===== config.mk =====
export PLATFORM = sky130hd
export DESIGN_NAME = morse_keying_decoder
export DESIGN_NICKNAME = d
export VERILOG_FILES = /design/src/rtl/mkd_pkg.sv /design/src/rtl/morse_keying_decoder.sv /design/src/rtl/mkd_front.sv /design/src/rtl/mkd_queue.sv /design/src/rtl/mkd_back.sv
export SDC_FILE = /design/constraint.sdc
export NUM_CORES = 1
export LEC_CHECK = 0
export BUFFER_PORTS_ARGS = -buffer_cell sky130_fd_sc_hd__buf_2
export CELL_PAD_IN_SITES_DETAIL_PLACEMENT = 0
export CELL_PAD_IN_SITES_GLOBAL_PLACEMENT = 1
export CORE_ASPECT_RATIO = 0.9
export CORE_UTILIZATION = 44
export DETAILED_ROUTE_END_ITERATION = 16
export HOLD_SLACK_MARGIN = 0.03
export PLACE_DENSITY_LB_ADDON = 0.1
export REMOVE_ABC_BUFFERS = 1
export SYNTH_ARGS = -nofsm -noshare
export SYNTH_HDL_FRONTEND = slang
export SYNTH_SLANG_ARGS = --single-unit

===== constraint.sdc =====
create_clock -name clk -period 5.7 [get_ports clk]
set_input_delay 0.57 -clock clk [delete_from_list [all_inputs] [get_ports clk]]
set_output_delay 0.57 -clock clk [all_outputs]
set_load 0.01 [all_outputs]

===== src/rtl/mkd_pkg.sv =====
// Shared types, constants and the dot-length bound function for the Morse keying decoder.
// No dependencies.
package mkd_pkg;

  localparam int DOT_W    = 16;
  localparam int HOLD_W   = 8;
  localparam int CODE_W   = 22;
  localparam int BOUND_W  = 19;
  localparam int HC_W     = 9;
  localparam int CFG_A_W  = 1;
  localparam int Q_DEPTH  = 4;
  localparam int Q_PTR_W  = 2;
  localparam int Q_CNT_W  = 3;

  localparam logic [CFG_A_W-1:0] REG_DOT_LENGTH = 1'd0;
  localparam logic [CFG_A_W-1:0] REG_HOLD_OFF   = 1'd1;

  localparam logic [DOT_W-1:0]  DOT_RESET  = 16'd9390;
  localparam logic [HOLD_W-1:0] HOLD_RESET = 8'd64;

  localparam logic [1:0] DIGIT_NONE = 2'd0;
  localparam logic [1:0] DIGIT_DOT  = 2'd1;
  localparam logic [1:0] DIGIT_DASH = 2'd3;

  typedef enum logic [1:0] {
    EV_ELEM,
    EV_LETTER,
    EV_WORD,
    EV_FLUSH
  } ev_kind_t;

  typedef struct packed {
    ev_kind_t   kind;
    logic [1:0] digit;
  } event_t;

  typedef struct packed {
    logic [BOUND_W-1:0] dot_lo;
    logic [BOUND_W-1:0] dot_hi;
    logic [BOUND_W-1:0] dash_lo;
    logic [BOUND_W-1:0] dash_hi;
    logic [BOUND_W-1:0] word_lo;
  } bounds_t;

  // 3d/4, 5d/4, 5d/2, 7d/2, 6d by shift-add
  function automatic bounds_t calc_bounds(input logic [DOT_W-1:0] d);
    logic [BOUND_W-1:0] dx;
    logic [BOUND_W-1:0] d3;
    logic [BOUND_W-1:0] d5;
    logic [BOUND_W-1:0] d7;
    bounds_t b;
    dx        = BOUND_W'(d);
    d3        = (dx << 1) + dx;
    d5        = (dx << 2) + dx;
    d7        = (dx << 3) - dx;
    b.dot_lo  = d3 >> 2;
    b.dot_hi  = d5 >> 2;
    b.dash_lo = d5 >> 1;
    b.dash_hi = d7 >> 1;
    b.word_lo = d3 << 1;
    return b;
  endfunction

endpackage


===== src/rtl/morse_keying_decoder.sv =====
// Morse keying decoder: one key sample or flush per transfer, letters and word spaces out.
// An input's result passes through the event queue, then the result register; a word space
// follows its letter. One input per cycle while the queue is not full; one result per cycle
// while out_tready allows, so a word gap (two results) is absorbed by a four-entry event queue.
// Reset (synchronous, rst_n low): dot_length 9390, hold_off 64, timing and letter state
// cleared, queue and result register empty.
module morse_keying_decoder
  import mkd_pkg::*;
#(
  parameter int MAX_ELEMENTS = 7,
  parameter int COUNT_WIDTH  = 32
) (
  input  logic               clk,
  input  logic               rst_n,
  input  logic               cfg_we,
  input  logic [CFG_A_W-1:0] cfg_addr,
  input  logic [DOT_W-1:0]   cfg_wdata,
  input  logic               in_tvalid,
  output logic               in_tready,
  input  logic [7:0]         in_tdata,   // [0] key_bit, [7:1] zero
  input  logic               in_tuser,   // [0] flush
  output logic               out_tvalid,
  input  logic               out_tready,
  output logic [23:0]        out_tdata,  // [21:0] letter_code, [22] letter_invalid, [23] zero
  output logic               out_tuser,  // [0] symbol_kind
  output logic               out_tlast
);

  logic              accept;
  logic              ev_push;
  event_t            ev, q_head;
  logic              q_empty, q_full, q_pop;
  logic [CODE_W-1:0] code;
  logic              bad;

  assign in_tready = !q_full;
  assign accept    = in_tvalid && in_tready;

  mkd_front #(
    .COUNT_WIDTH(COUNT_WIDTH)
  ) u_front (
    .clk      (clk),
    .rst_n    (rst_n),
    .cfg_we   (cfg_we),
    .cfg_addr (cfg_addr),
    .cfg_wdata(cfg_wdata),
    .accept   (accept),
    .key_bit  (in_tdata[0]),
    .flush    (in_tuser),
    .ev_push  (ev_push),
    .ev       (ev)
  );

  mkd_queue u_queue (
    .clk    (clk),
    .rst_n  (rst_n),
    .push   (ev_push),
    .push_ev(ev),
    .pop    (q_pop),
    .head   (q_head),
    .empty  (q_empty),
    .full   (q_full)
  );

  mkd_back #(
    .MAX_ELEMENTS(MAX_ELEMENTS)
  ) u_back (
    .clk      (clk),
    .rst_n    (rst_n),
    .q_head   (q_head),
    .q_empty  (q_empty),
    .q_pop    (q_pop),
    .out_valid(out_tvalid),
    .out_ready(out_tready),
    .out_kind (out_tuser),
    .out_code (code),
    .out_bad  (bad),
    .out_last (out_tlast)
  );

  assign out_tdata = {1'b0, bad, code};

endmodule


===== src/rtl/mkd_front.sv =====
// Front end: config registers, key timing state and mark/gap classification.
// Depends on mkd_pkg; pushes events into mkd_queue.
module mkd_front
  import mkd_pkg::*;
#(
  parameter int COUNT_WIDTH = 32
) (
  input  logic               clk,
  input  logic               rst_n,
  input  logic               cfg_we,
  input  logic [CFG_A_W-1:0] cfg_addr,
  input  logic [DOT_W-1:0]   cfg_wdata,
  input  logic               accept,
  input  logic               key_bit,
  input  logic               flush,
  output logic               ev_push,
  output event_t             ev
);

  localparam int CW    = COUNT_WIDTH;
  localparam int CMP_W = (CW > BOUND_W) ? CW : BOUND_W;

  bounds_t             bnd_r;
  logic [HOLD_W-1:0]   hold_off_r;
  logic                prev_bit_r, prev_bit_nxt;
  logic signed [HC_W-1:0] hc_r, hc_nxt, hc_dec, reload;
  logic                in_mark_r, in_mark_nxt;
  logic [CW-1:0]       sample_count_r, sample_count_nxt;
  logic [CW-1:0]       mark_start_r, mark_start_nxt;
  logic [CW-1:0]       last_end_r, last_end_nxt;
  logic                have_prev_r, have_prev_nxt;
  logic [CW-1:0]       pos, gap, len;
  logic [CMP_W-1:0]    gap_x, len_x;
  logic                len_dot, len_dash, gap_letter, gap_word;

  function automatic logic in_rng(input logic [CMP_W-1:0] v,
                                  input logic [BOUND_W-1:0] lo,
                                  input logic [BOUND_W-1:0] hi);
    return (v >= CMP_W'(lo)) && (v <= CMP_W'(hi));
  endfunction

  always_ff @(posedge clk) begin
    if (!rst_n) begin
      bnd_r      <= calc_bounds(DOT_RESET);
      hold_off_r <= HOLD_RESET;
    end else if (cfg_we) begin
      unique case (cfg_addr)
        REG_DOT_LENGTH: bnd_r      <= calc_bounds(cfg_wdata);
        REG_HOLD_OFF:   hold_off_r <= cfg_wdata[HOLD_W-1:0];
        default: ;
      endcase
    end
  end

  assign pos    = sample_count_r + {{(CW-1){1'b0}}, 1'b1};
  assign gap    = pos - last_end_r;
  assign len    = pos - mark_start_r;
  assign gap_x  = CMP_W'(gap);
  assign len_x  = CMP_W'(len);
  assign reload = $signed({1'b0, (hold_off_r == '0) ? HOLD_W'(1) : hold_off_r});
  assign hc_dec = (hc_r == -9'sd1) ? hc_r : hc_r - 9'sd1;

  assign len_dot    = in_rng(len_x, bnd_r.dot_lo, bnd_r.dot_hi);
  assign len_dash   = in_rng(len_x, bnd_r.dash_lo, bnd_r.dash_hi);
  assign gap_letter = in_rng(gap_x, bnd_r.dash_lo, bnd_r.dash_hi);
  assign gap_word   = gap_x >= CMP_W'(bnd_r.word_lo);

  always_comb begin
    prev_bit_nxt     = prev_bit_r;
    hc_nxt           = hc_r;
    in_mark_nxt      = in_mark_r;
    sample_count_nxt = sample_count_r;
    mark_start_nxt   = mark_start_r;
    last_end_nxt     = last_end_r;
    have_prev_nxt    = have_prev_r;
    ev_push          = 1'b0;
    ev.kind          = EV_ELEM;
    ev.digit         = DIGIT_NONE;
    if (accept) begin
      if (flush) begin
        ev_push       = 1'b1;
        ev.kind       = EV_FLUSH;
        have_prev_nxt = 1'b0;
      end else begin
        hc_nxt           = hc_dec;
        prev_bit_nxt     = key_bit;
        sample_count_nxt = pos;
        if (!in_mark_r && hc_dec[HC_W-1] && !prev_bit_r && key_bit) begin
          if (have_prev_r) begin
            if (gap_letter) begin
              ev_push = 1'b1;
              ev.kind = EV_LETTER;
            end else if (gap_word) begin
              ev_push = 1'b1;
              ev.kind = EV_WORD;
            end
          end
          mark_start_nxt = pos;
          hc_nxt         = reload;
          in_mark_nxt    = 1'b1;
        end else if (hc_dec > 9'sd0 && key_bit) begin
          hc_nxt = reload;
        end else if (hc_dec == 9'sd0 && in_mark_r) begin
          last_end_nxt  = pos;
          in_mark_nxt   = 1'b0;
          have_prev_nxt = 1'b1;
          ev_push       = 1'b1;
          ev.kind       = EV_ELEM;
          ev.digit      = len_dot ? DIGIT_DOT : (len_dash ? DIGIT_DASH : DIGIT_NONE);
        end
      end
    end
  end

  always_ff @(posedge clk) begin
    if (!rst_n) begin
      prev_bit_r     <= 1'b0;
      hc_r           <= -9'sd1;
      in_mark_r      <= 1'b0;
      sample_count_r <= '0;
      mark_start_r   <= '0;
      last_end_r     <= '0;
      have_prev_r    <= 1'b0;
    end else begin
      prev_bit_r     <= prev_bit_nxt;
      hc_r           <= hc_nxt;
      in_mark_r      <= in_mark_nxt;
      sample_count_r <= sample_count_nxt;
      mark_start_r   <= mark_start_nxt;
      last_end_r     <= last_end_nxt;
      have_prev_r    <= have_prev_nxt;
    end
  end

endmodule


===== src/rtl/mkd_queue.sv =====
// Short event queue between the front and back ends.
// Depends on mkd_pkg.
module mkd_queue
  import mkd_pkg::*;
(
  input  logic   clk,
  input  logic   rst_n,
  input  logic   push,
  input  event_t push_ev,
  input  logic   pop,
  output event_t head,
  output logic   empty,
  output logic   full
);

  event_t               mem_r [Q_DEPTH];
  logic [Q_PTR_W-1:0]   wr_ptr_r, rd_ptr_r;
  logic [Q_CNT_W-1:0]   cnt_r;
  logic                 do_push, do_pop;

  assign empty   = (cnt_r == '0);
  assign full    = (cnt_r == Q_CNT_W'(Q_DEPTH));
  assign do_push = push && !full;
  assign do_pop  = pop && !empty;
  assign head    = mem_r[rd_ptr_r];

  always_ff @(posedge clk) begin
    if (do_push) begin
      mem_r[wr_ptr_r] <= push_ev;
    end
  end

  always_ff @(posedge clk) begin
    if (!rst_n) begin
      wr_ptr_r <= '0;
      rd_ptr_r <= '0;
      cnt_r    <= '0;
    end else begin
      if (do_push) wr_ptr_r <= wr_ptr_r + 1'b1;
      if (do_pop)  rd_ptr_r <= rd_ptr_r + 1'b1;
      cnt_r <= cnt_r + Q_CNT_W'(do_push) - Q_CNT_W'(do_pop);
    end
  end

endmodule


===== src/rtl/mkd_back.sv =====
// Back end: letter assembly from queued events and the registered result stage.
// Depends on mkd_pkg; reads events from mkd_queue.
module mkd_back
  import mkd_pkg::*;
#(
  parameter int MAX_ELEMENTS = 7
) (
  input  logic              clk,
  input  logic              rst_n,
  input  event_t            q_head,
  input  logic              q_empty,
  output logic              q_pop,
  output logic              out_valid,
  input  logic              out_ready,
  output logic              out_kind,
  output logic [CODE_W-1:0] out_code,
  output logic              out_bad,
  output logic              out_last
);

  localparam int CNT_W = $clog2(MAX_ELEMENTS + 1);

  logic [CODE_W-1:0] digits_r, digits_nxt;
  logic [CNT_W-1:0]  count_r, count_nxt;
  logic              bad_r, bad_nxt;
  logic              space_pend_r, space_pend_nxt;
  logic              valid_r, valid_nxt;
  logic              kind_r, kind_nxt;
  logic [CODE_W-1:0] code_r, code_nxt;
  logic              obad_r, obad_nxt;
  logic              last_r, last_nxt;
  logic              can_load;

  assign can_load = !valid_r || out_ready;

  always_comb begin
    digits_nxt     = digits_r;
    count_nxt      = count_r;
    bad_nxt        = bad_r;
    space_pend_nxt = space_pend_r;
    valid_nxt      = valid_r;
    kind_nxt       = kind_r;
    code_nxt       = code_r;
    obad_nxt       = obad_r;
    last_nxt       = last_r;
    q_pop          = 1'b0;
    if (can_load) valid_nxt = 1'b0;
    if (can_load && space_pend_r) begin
      valid_nxt      = 1'b1;
      kind_nxt       = 1'b1;
      code_nxt       = '0;
      obad_nxt       = 1'b0;
      last_nxt       = 1'b1;
      space_pend_nxt = 1'b0;
    end else if (can_load && !q_empty) begin
      q_pop = 1'b1;
      unique case (q_head.kind)
        EV_ELEM: begin
          if (q_head.digit == DIGIT_NONE || count_r >= CNT_W'(MAX_ELEMENTS)) begin
            bad_nxt = 1'b1;
          end else begin
            digits_nxt = (digits_r << 3) + (digits_r << 1) + CODE_W'(q_head.digit);
            count_nxt  = count_r + 1'b1;
          end
        end
        EV_LETTER, EV_WORD, EV_FLUSH: begin
          if (q_head.kind != EV_FLUSH || count_r != '0 || bad_r) begin
            valid_nxt  = 1'b1;
            kind_nxt   = 1'b0;
            code_nxt   = digits_r;
            obad_nxt   = bad_r;
            last_nxt   = (q_head.kind != EV_WORD);
            digits_nxt = '0;
            count_nxt  = '0;
            bad_nxt    = 1'b0;
            space_pend_nxt = (q_head.kind == EV_WORD);
          end
        end
        default: ;
      endcase
    end
  end

  always_ff @(posedge clk) begin
    if (!rst_n) begin
      digits_r     <= '0;
      count_r      <= '0;
      bad_r        <= 1'b0;
      space_pend_r <= 1'b0;
      valid_r      <= 1'b0;
    end else begin
      digits_r     <= digits_nxt;
      count_r      <= count_nxt;
      bad_r        <= bad_nxt;
      space_pend_r <= space_pend_nxt;
      valid_r      <= valid_nxt;
    end
  end

  always_ff @(posedge clk) begin
    kind_r <= kind_nxt;
    code_r <= code_nxt;
    obad_r <= obad_nxt;
    last_r <= last_nxt;
  end

  assign out_valid = valid_r;
  assign out_kind  = kind_r;
  assign out_code  = code_r;
  assign out_bad   = obad_r;
  assign out_last  = last_r;

  a_count_max: assert property (@(posedge clk) disable iff (!rst_n)
    count_r <= CNT_W'(MAX_ELEMENTS))
    else $error("element count above limit");

  a_space_follows_letter: assert property (@(posedge clk) disable iff (!rst_n)
    space_pend_r |-> (valid_r && !kind_r && !last_r))
    else $error("word space pending without held letter");

  a_space_payload: assert property (@(posedge clk) disable iff (!rst_n)
    (valid_r && kind_r) |-> (code_r == '0 && !obad_r && last_r))
    else $error("word space result carries letter data");

endmodule


==> results_dict.tcl <==
set metrics [dict create \
    place_area_um2 20700 \
    root_buffer "clkbuf_16" \
    final.setup.tns_ps 0 \
    grt_pass1_vias 16000 \
    finalHoldViolCount 0 \
    initial_core_util_pct 44.9 \
    synthMuxAreaShare_pct 2.18 \
    initialDrtViolationCount 979 \
    seq_power_share_pct 31.8 \
    p_per_area_nw_per_um2 274 \
    grt_max_degree 87 \
    leakage_nw 10.3 \
    critPathRequiredTime_ps 6150 \
    fillers 4042 \
    period_share_pct 97.9 \
    endpoint_kind "flip-flop" \
    cts_buffer_depth 3 \
    routed_via_density 5.46 \
    synth_area_um2 18900 \
    synth-edff-count 16 \
    final_cells 3071 \
    path_common_cell "xor2_2" \
    ys_ff_latch 247 \
    boundaryPins 59 \
    crit_path_max_fanout 3 \
    crit_arrival_ps 6030 \
    cts-buffers-inserted 29 \
    dpl.cell_count 3004 \
    synthXorXnorAreaFrac_pct 6.86 \
    synthFlopType "dfxtp_1" \
    pwr-share-clk_pct 29.2 \
    setup_viol 0 \
    design_area_um2 22300 \
    first_pass_iters 11 \
    finalWirelength_um 51500 \
    max_slew_margin_pct 29.5 \
    yosysMostFrequentCell "ha_1" \
    grt_usage_pct 23.6 \
    synth-compound-area-share_pct 22.3 \
    postCtsHoldBufs 0 \
    die_y_um 199 \
    grt_overflow 0 \
    skew_ps 19.4 \
    cts.htree.levels 1 \
    async_flop_share_pct 0 \
    slowest_delay_ps 500 \
    min_path_type "in2reg" \
    synth_cell_types 88 \
    switchingPower_mw 2.20 \
    irDropWorstVdd_mv 0.224 \
    antenna_found_initial 0 \
    clk_latency_ps 570 \
    dp_hpwl_um 39400 \
    io_buffers 50 \
    drive_gt1_share_pct 16.3 \
    core_area_um2 42100 \
    syn_avg_cell_area_um2 8.09 \
    ys_seq_area_share_pct 27.0 \
    yosysTopAreaCell "dfxtp_1" \
    die-area_um2 43800 \
    cts.sink_count 247 \
    fin_crit_ps 5580 \
    status "complete, but fails checks" \
    grt_pass1_wl_um 83000 \
    fin_nets 2802 \
    place_congestion 0.871 \
    critical_path.startpoint_type "flip-flop" \
    synth-simple-area-share_pct 17.4 \
    antennaDiodeCount 0 \
    drc_errors 5 \
    yosysTopAreaCellShare_pct 24.5 \
    std_cell_rows 71 \
    die_w_um 220 \
    vias 16800 \
    path_class "reg2reg" \
    rsz0062_at_grt "yes" \
    clk_pin_slew_ps 60 \
    drt-wirelength-per-cell_um 16.8 \
    p_int_mw 3.90 \
    clock.fmax_mhz 179 \
    syn2layout_area_growth_pct 17.9 \
    yosys-top-cells-area "dfxtp_1 (24%), ha_1 (17%), a21oi_1 (5.0%)" \
    tightest_slew_ps 1060 \
    synth_top_family_by_area "compound AO/OA/AOI/OAI gates" \
    maxSlewViolCount 0 \
    cap_violations 0 \
    cpMaxStageDelayCell "or4b_4" \
    tritoncts "built" \
    yosys_warnings 0 \
    violations "DRC" \
    swShare_pct 36.0 \
    pwr-share-comb_pct 39.0 \
    synthAdderAreaFrac_pct 18.0 \
    synth_commonest_cells "ha_1 (264), dfxtp_1 (231), nor2_1 (229)" \
    drtAntennaViolNets 0 \
    synthCells 2337 \
]
-- repair_timing --
action	in CTS	in global routing
endpoints found under the setup margin	27	14
gates resized for setup	58	62
pin swaps	26	42
gates cloned	0	0
setup buffers	10	5
-- power groups by stage --
| stage | clock network, mW | registers (mW) | logic [mW] |
|---|---|---|---|
| floorplan | 0 | 1.97 | 1.56 |
| CTS | 1.84 | 1.94 | 2.32 |
| global route | 1.91 | 1.96 | 2.65 |
| global placement | 0 | 1.97 | 2.24 |
| detailed placement | 0 | 1.98 | 2.29 |
| finish | 1.78 | 1.94 | 2.38 |
-- routing by layer --
metal	track usage [%]	wire length, um	vias to the layer above
li1	-	-	8658
met3	2.46	1750	60
met2	35.7	21500	273
met1	35.4	27000	7789
met5	0	0	-
met4	5.49	1170	0
-- path summary, 6_finish.rpt --
path	from	end	slack [ps]	depth (start not counted)
setup reg to reg	u_front.sample_count_r[0]	u_queue.cnt_r[2]	120	30
hold / removal	in_tdata[0]	u_front.prev_bit_r	270	3
hold reg to reg	u_back.out_last	u_back.out_last	450	2
setup / recovery	u_front.sample_count_r[0]	u_queue.cnt_r[2]	120	30
-- state kept, by name (all words and copies together), names as in the netlist, 2 cells and up, named ones only --
register	cells
u_back.out_code	22
u_back.count_r	3
u_front.last_end_r	32
u_front.hold_off_r	8
u_queue.wr_ptr_r	2
u_back.digits_r	22
u_front.hc_r	9
u_front.bnd_r	53
u_queue.rd_ptr_r	2
u_queue.cnt_r	3
u_queue.mem_r	16
u_front.mark_start_r	32
u_front.sample_count_r	32
-- final cells by class --
type                       instances  area, um^2  share of cell area, %
sequential                       247        5110                   22.9
clock inverter                    12        95.1                  0.427
multi-input combinational       1782       13200                   59.3
clock buffer                      41         801                   3.59
inverter                         220         828                   3.72
tap                              547         684                   3.07
timing repair buffer             222        1550                   6.93
-- cells in the final DEF, fill, tap and decap left out, types with 19 or more instances in the layout --
cell,n
ha_1,251
dfxtp_1,226
nor2_1,223
inv_1,210
a21oi_1,181
buf_4,171
nand2_1,166
o21ai_0,84
a21o_1,80
xnor2_1,74
a211oi_1,72
nand3_1,56
xor2_1,50
buf_2,50
nand4_1,32
mux2i_1,31
clkbuf_16,29
nand2b_1,28
nor3_1,27
o211ai_1,26
nor2b_1,25
o21a_1,24
or3_1,22
a31oi_1,20
and3_1,19
-- logic make-up (layout without fill, tap and decap cells) --
| logic type | count (synthesis) | count (layout) |
|---|---|---|
| simple gates | 689 | 689 |
| compound gates | 642 | 642 |
| buf+inv | 308 | 495 |
| fa+ha+maj | 269 | 269 |
| flops | 247 | 247 |
| xor+xnor | 145 | 145 |
| mux | 36 | 36 |
| other cells | 1 | 1 |
-- critical path, delay by kind of cell (launching register included) --
family | cells | cell delay (ps)
xor gates and xnor gates | 4 | 660
and+or+nand+nor | 12 | 1920
buffers and inverters | 3 | 190
AOI/OAI and AO/OA | 6 | 1080
adders and majority gates | 5 | 1230
DFF | 1 | 360
-- through the flow --
stage / hold WS, ps / power, mW / setup WS, ps / utilization (%)
floorplan: 432 / 3.52 / -406 / -
global placement: 427 / 4.21 / -304 / 49.1
detailed placement: 447 / 4.26 / -416 / 49.1
CTS: 242 / 6.11 / 1.93 / 52.2
global route: 262 / 6.52 / -203 / 52.9
finish: 271 / 6.10 / 118 / 52.9
No activity file was read; power rests on OpenSTA's default activity.
